[config.mk]
export PLATFORM = sky130hd
export DESIGN_NAME = fgab_blend
export DESIGN_NICKNAME = d
export VERILOG_FILES = /design/src/fgab_pkg.sv /design/src/fgab_blend.sv
export SDC_FILE = /design/constraint.sdc
export NUM_CORES = 1
export LEC_CHECK = 0
export ABC_AREA = 1
export BUFFER_PORTS_ARGS = -buffer_cell sky130_fd_sc_hd__buf_2
export CORE_AREA = 2 2 217 219
export CTS_BUF_LIST = sky130_fd_sc_hd__clkbuf_8
export DETAILED_ROUTE_END_ITERATION = 8
export DIE_AREA = 0 0 219 221
export SLEW_MARGIN = 40
export SYNTH_ARGS = -nofsm -noshare
export SYNTH_HDL_FRONTEND = slang
export SYNTH_SLANG_ARGS = --single-unit
[constraint.sdc]
create_clock -name aclk -period 5.3 [get_ports aclk]
set_input_delay 0.795 -clock aclk [delete_from_list [all_inputs] [get_ports aclk]]
set_output_delay 0.795 -clock aclk [all_outputs]
set_load 0.1 [all_outputs]
[src/fgab_pkg.sv]
// Shared types and constants for the font glyph alpha blender.
`timescale 1ns / 1ps

package fgab_pkg;

    // Atlas geometry and character mapping
    localparam int CELL_COUNT = 96;
    localparam int ATLAS_COLS = 16;
    localparam int ATLAS_ROWS = 6;
    localparam logic [7:0] FIRST_CODE = 8'd32;
    localparam logic [7:0] LAST_CODE  = 8'd126;
    localparam logic [7:0] CHAN_MAX   = 8'd255;

    // Item kinds carried on tuser
    localparam logic ACT_LOAD  = 1'b0;
    localparam logic ACT_BLEND = 1'b1;

    // Configuration register indexes
    typedef enum logic [1:0] {
        REG_TEXT_RED   = 2'd0,
        REG_TEXT_GREEN = 2'd1,
        REG_TEXT_BLUE  = 2'd2
    } cfg_reg_t;

    // One RGB pixel
    typedef struct packed {
        logic [7:0] red;
        logic [7:0] green;
        logic [7:0] blue;
    } rgb_t;

endpackage

[src/fgab_blend.sv]
// Two-stage blend pipeline: products and sum, then division by 255.
`timescale 1ns / 1ps

module fgab_blend import fgab_pkg::*; (
    input  logic aclk,
    input  logic aresetn,
    input  logic in_valid,
    output logic in_ready,
    input  rgb_t bg,
    input  rgb_t fnt,
    input  rgb_t txt,
    output logic out_valid,
    input  logic out_ready,
    output rgb_t out_pix
);

    logic        sum_valid_reg;
    logic [15:0] sum_r_reg, sum_g_reg, sum_b_reg;
    logic        out_valid_reg;
    rgb_t        out_pix_reg;
    logic        out_load;
    logic        sum_load;

    // Weighted sum of background and text colour for one channel
    function automatic logic [15:0] mix(input logic [7:0] b, input logic [7:0] f,
                                        input logic [7:0] t);
        logic [15:0] p0;
        logic [15:0] p1;
        p0 = 16'(b) * 16'(f);
        p1 = 16'(t) * 16'(CHAN_MAX - f);
        return p0 + p1;
    endfunction

    // Exact x/255 for x below 65280 by reciprocal with correction
    function automatic logic [7:0] div255(input logic [15:0] x);
        logic [15:0] t;
        t = x + {8'd0, x[15:8]} + 16'd1;
        return t[15:8];
    endfunction

    // Advance each stage when the next one can take it
    assign out_load = !out_valid_reg || out_ready;
    assign sum_load = !sum_valid_reg || out_load;
    assign in_ready = sum_load;

    // Sum stage
    always_ff @(posedge aclk) begin
        if (!aresetn) begin
            sum_valid_reg <= 1'b0;
        end else if (sum_load) begin
            sum_valid_reg <= in_valid;
        end
        if (sum_load) begin
            sum_r_reg <= mix(bg.red,   fnt.red,   txt.red);
            sum_g_reg <= mix(bg.green, fnt.green, txt.green);
            sum_b_reg <= mix(bg.blue,  fnt.blue,  txt.blue);
        end
    end

    // Output register
    always_ff @(posedge aclk) begin
        if (!aresetn) begin
            out_valid_reg <= 1'b0;
        end else if (out_load) begin
            out_valid_reg <= sum_valid_reg;
        end
        if (out_load) begin
            out_pix_reg.red   <= div255(sum_r_reg);
            out_pix_reg.green <= div255(sum_g_reg);
            out_pix_reg.blue  <= div255(sum_b_reg);
        end
    end

    assign out_valid = out_valid_reg;
    assign out_pix   = out_pix_reg;

endmodule

== Word level (Yosys, flattened, before mapping) ==
Index checks and enable logic that the tools add are counted.

* Word-level logic and storage cells: 30
* Output and inout port bits: 26
* Register bits after elaboration: 74

* Add/subtract/negate cells: 12
* Multiply operators: 6
* Reduce and logical (&&, ||, !) cells: 4

{| class="wikitable"
|+ Operators by type and width
! cell !! number
|-
| 16-bit by 1-bit adder with 16-bit output, second input constant || 3
|-
| 16-bit adder || 3
|-
| 16-bit by 8-bit adder with 16-bit output || 3
|-
| 8-bit by 8-bit multiplier with 16-bit output || 3
|-
| 9-bit by 9-bit multiplier with 16-bit output || 3
|-
| 8-bit by 8-bit subtractor with 9-bit output, first input constant || 3
|-
| 1-bit logical NOT || 2
|-
| 1-bit logical OR || 2
|}

== Longest topological paths before layout ==
* Word-level depth: 3
* Mapped depth: 26

== Worst setup path before layout ==
OpenSTA, ideal clock, no wires.

* Path type: in2reg
* Start: in fnt[6] (netlist bit)
* End: reg sum_b_reg[15] (data pin)
* Path buffers: 2
* Library setup time: 0.252 ns
* Setup slack: -0.215 ns
* Data arrival time: 5.263 ns
* Stages: 19
* Path through: clkbuf_1 clkbuf_1 nand2_1 fa_1 fa_1 fa_1 inv_1 fa_1 fa_1 inv_1 fa_1 inv_1 ha_1 nand2_1 nor2_1 and2_1 nand2_1 nand3_1 nand2_1

* Cells in the longest elaborated chain, start to end: 3
* Elaborated cells on any way between the ends: 4
* Those cells by class: 2 x add/sub; 2 x mul

{| class="wikitable"
|+ Ends and longest elaborated chain
! element !! line !! text
|-
| start: declaration || fgab_blend.sv:10 || <nowiki>input rgb_t fnt,</nowiki>
|-
| 8-bit by 8-bit subtractor with 9-bit output || fgab_blend.sv:30 || <nowiki>p1 = 16'(t) * 16'(CHAN_MAX - f);</nowiki>
|-
| 9-bit by 9-bit multiplier with 16-bit output || fgab_blend.sv:30 ||
|-
| 16-bit adder * || fgab_blend.sv:31 || <nowiki>return p0 + p1;</nowiki>
|-
| end signal: assignment || fgab_blend.sv:56 || <nowiki>sum_b_reg <= mix(bg.blue, fnt.blue, txt.blue);</nowiki>
|-
| end: declaration || fgab_blend.sv:18 || <nowiki>logic [15:0] sum_r_reg, sum_g_reg, sum_b_reg;</nowiki>
|}

Mark *: on every way between the ends. The rest lies on a longest branch, timed or not.
A chain may end at the register's enable or synchronous reset.

== Worst setup path in the final report ==
* Start: in fnt[5] (netlist bit)
* End: reg sum_b_reg[15] (data pin)

Same word-level chain as after synthesis.

==> impl_metrics.json <==
{
  "outcome": "completed",
  "hold-path-endpoint": "out_valid",
  "ios": 102,
  "crit_family": "adder cells",
  "hold_viol_final": 0,
  "core_area_um2": 46100,
  "drc": 0,
  "ys_types": 29,
  "syn_inst": 2318,
  "gp_congestion": 0.888,
  "cts_root_buf": "clkbuf_8",
  "synth_seq_cells": 74,
  "max_freq_mhz": 194,
  "synth-seq-area-share_pct": 12.4,
  "synth_edf_count": 72,
  "ff2ff_setup_slack_ns": 3.46,
  "grt_max_degree": 51,
  "cts_buffers": 9,
  "tightest_slew_ns": 0.665,
  "wl_met2_mm": 19.5,
  "fin_tns_setup_ns": 0,
  "avgSynthCellArea_um2": 7.63,
  "cts_tree": "built",
  "vias": 14459,
  "crit_path_cell_trace": "buf_2 > buf_4 > nor2_1 > fa_1 > fa_1 > fa_1 > fa_1 > fa_1 > inv_1 > fa_1 > inv_1 > ha_2 > nand2_1 > nor3_1 > and2_1 > nand2_1 > nand3_1 > nand2_1",
  "fin_nets": 3126,
  "slew_violations": 0,
  "area_growth_pct": 15.5,
  "top_layer_used": "met4",
  "setup_viol": 0,
  "first_pass_iters": 6,
  "hold_start": "sum_valid_reg",
  "start_kind": "input pin",
  "fp-row-count": 79,
  "drt_iter0_drc": 786,
  "totalWireLength_mm": 40.7,
  "overflow": 0,
  "grt_pass1_vias": 15190,
  "rsz0062_at_grt": "yes",
  "skew_ns": 0.0105,
  "crit_fanout": 9,
  "h-tree-depth": 3,
  "clk_pin_slew_ns": 0.08,
  "port_buffers": 101,
  "die_y_um": 221,
  "wl_met1_mm": 19.1,
  "required_ns": 5.41,
  "slowest_delay_ns": 0.56,
  "slowest_stage": "fa_1",
  "wl_met3_mm": 1.66,
  "grt_antenna_before_repair": 2,
  "wl_per_cell_um": 12.9,
  "clock_latency_ns": 0.36,
  "synth_ff_type": "edfxtp_1",
  "r2r_start": "sum_g_reg[13]",
  "clock_sinks": 74,
  "die-area_um2": 48400,
  "fin_crit_ns": 5.14,
  "drv_cap": 0,
  "cp.arrival_ns": 5.26,
  "maxSlewHeadroom_pct": 55.7,
  "critPathBufInv": 4,
  "track_usage_pct": 18.0,
  "cp_common_cell": "fa_1",
  "detail-route-antenna-nets": 0,
  "rr_worst_depth": 9,
  "initial_utilization_pct": 38.4,
  "end_kind": "flip-flop",
  "fp.dieW_um": 219,
  "path_class": "input pin to flip-flop",
  "grt_pass1_wl_mm": 71.4,
  "place_hpwl_mm": 36.0,
  "viasPerCell": 4.58,
  "clk_path_buf_depth": 2,
  "hold_path_depth": 2,
  "hp-class": "flip-flop to flip-flop",
  "r2r_end": "out_pix[8]",
  "synth_warnings": 0,
  "fin_crit_sh_pct": 97.1,
  "largest_register_ffs": 24,
  "synth_area_um2": 17700,
  "synth-async-reset-ratio_pct": 0,
  "drive_gt1_share_pct": 12.6
}
worst register-to-register path, stage by stage (launching register included):
cell,delay (ns)
edfxtp_1,0.51
ha_1,0.36
a21oi_1,0.21
nand2_1,0.10
inv_1,0.07
nand2_1,0.07
nand2_1,0.08
nand2_1,0.05
nand2_1,0.06
nand2_1,0.07
logic make-up (layout without fill, tap and decap cells):
kind of cell	Yosys count	count (layout)	synth area share, %
other	1	5	0.0212
and+or+nand+nor	913	913	20.6
AOI/OAI and AO/OA	72	72	2.24
adders and majority gates	507	507	47.9
DFF	74	74	12.4
buffers and inverters	724	952	15.4
xor gates and xnor gates	27	27	1.34
cells in the mapped netlist, types with 9 or more instances:
library cell	n	area (um^2)
inv_1	668	2510
nand2_1	612	2300
fa_1	285	5710
ha_1	222	2780
nor2_1	170	638
nand3_1	85	425
edfxtp_1	72	2160
clkbuf_1	54	203
a21oi_1	39	195
o21ai_0	19	95.1
xor2_1	19	166
nand4_1	18	113
nor3_1	13	65.1
o21bai_1	9	67.6
how the worst max path moves through the flow:
| stage | startpoint | cells after the start | endpoint |
|---|---|---|---|
| 3_3_place_gp | fnt[0] | 20 | sum_b_reg[15] |
| 6_report | fnt[5] | 18 | sum_b_reg[15] |
| 4_1_cts | fnt[0] | 20 | sum_b_reg[15] |
| 3_5_place_dp | fnt[0] | 20 | sum_b_reg[15] |
| 5_1_grt | fnt[2] | 22 | sum_b_reg[15] |
| 2_1_floorplan | fnt[12] | 22 | sum_g_reg[15] |
layer usage:
layer | vias up | global-route usage (%)
met4 | 0 | 3.36
met5 | - | 0
li1 | 7230 | -
met2 | 263 | 31.0
met3 | 35 | 1.76
met1 | 6931 | 24.6
repair_timing:
action                                  CTS  global route
hold buffers                              0             0
setup buffers                             0             0
resized for setup                         0            39
endpoints found under the setup margin    0            19
through the flow:
step | area [um^2] | cells | hold slack [ns] | utilization (%) | setup slack (ns)
floorplan | 17800 | 2320 | 0.427 | - | 0.00377
global placement | 20000 | 3139 | 0.448 | 43.5 | -0.257
detailed placement | 20000 | 3139 | 0.465 | 43.5 | -0.307
CTS | 20300 | 3155 | 0.483 | 44.0 | 0.106
global route | 20400 | 3157 | 0.526 | 44.4 | -0.0310
finish | 20400 | 3157 | 0.483 | 44.4 | 0.156
cell usage in the layout (no fill, tap or decap), types with 18 or more instances in the layout:
cell type,count
fa_1,283
nand3_1,84
ha_1,212
buf_4,166
a21oi_1,31
nor2_1,164
inv_1,669
xor2_1,19
edfxtp_1,72
nand2_1,607
buf_2,96
nand4_1,18
area by class of cell:
class	count	area, um^2
fill	4662	25600
multi-input combinational	1522	12900
inverter	668	2510
sequential	74	2200
timing repair buffer	268	1780
tap	607	759
clock buffer	11	151
clock inverter	5	103
antenna	2	5.00
Power is not shown: default switching activity piles up to over one toggle a cycle in this logic, so the estimate is an artifact.
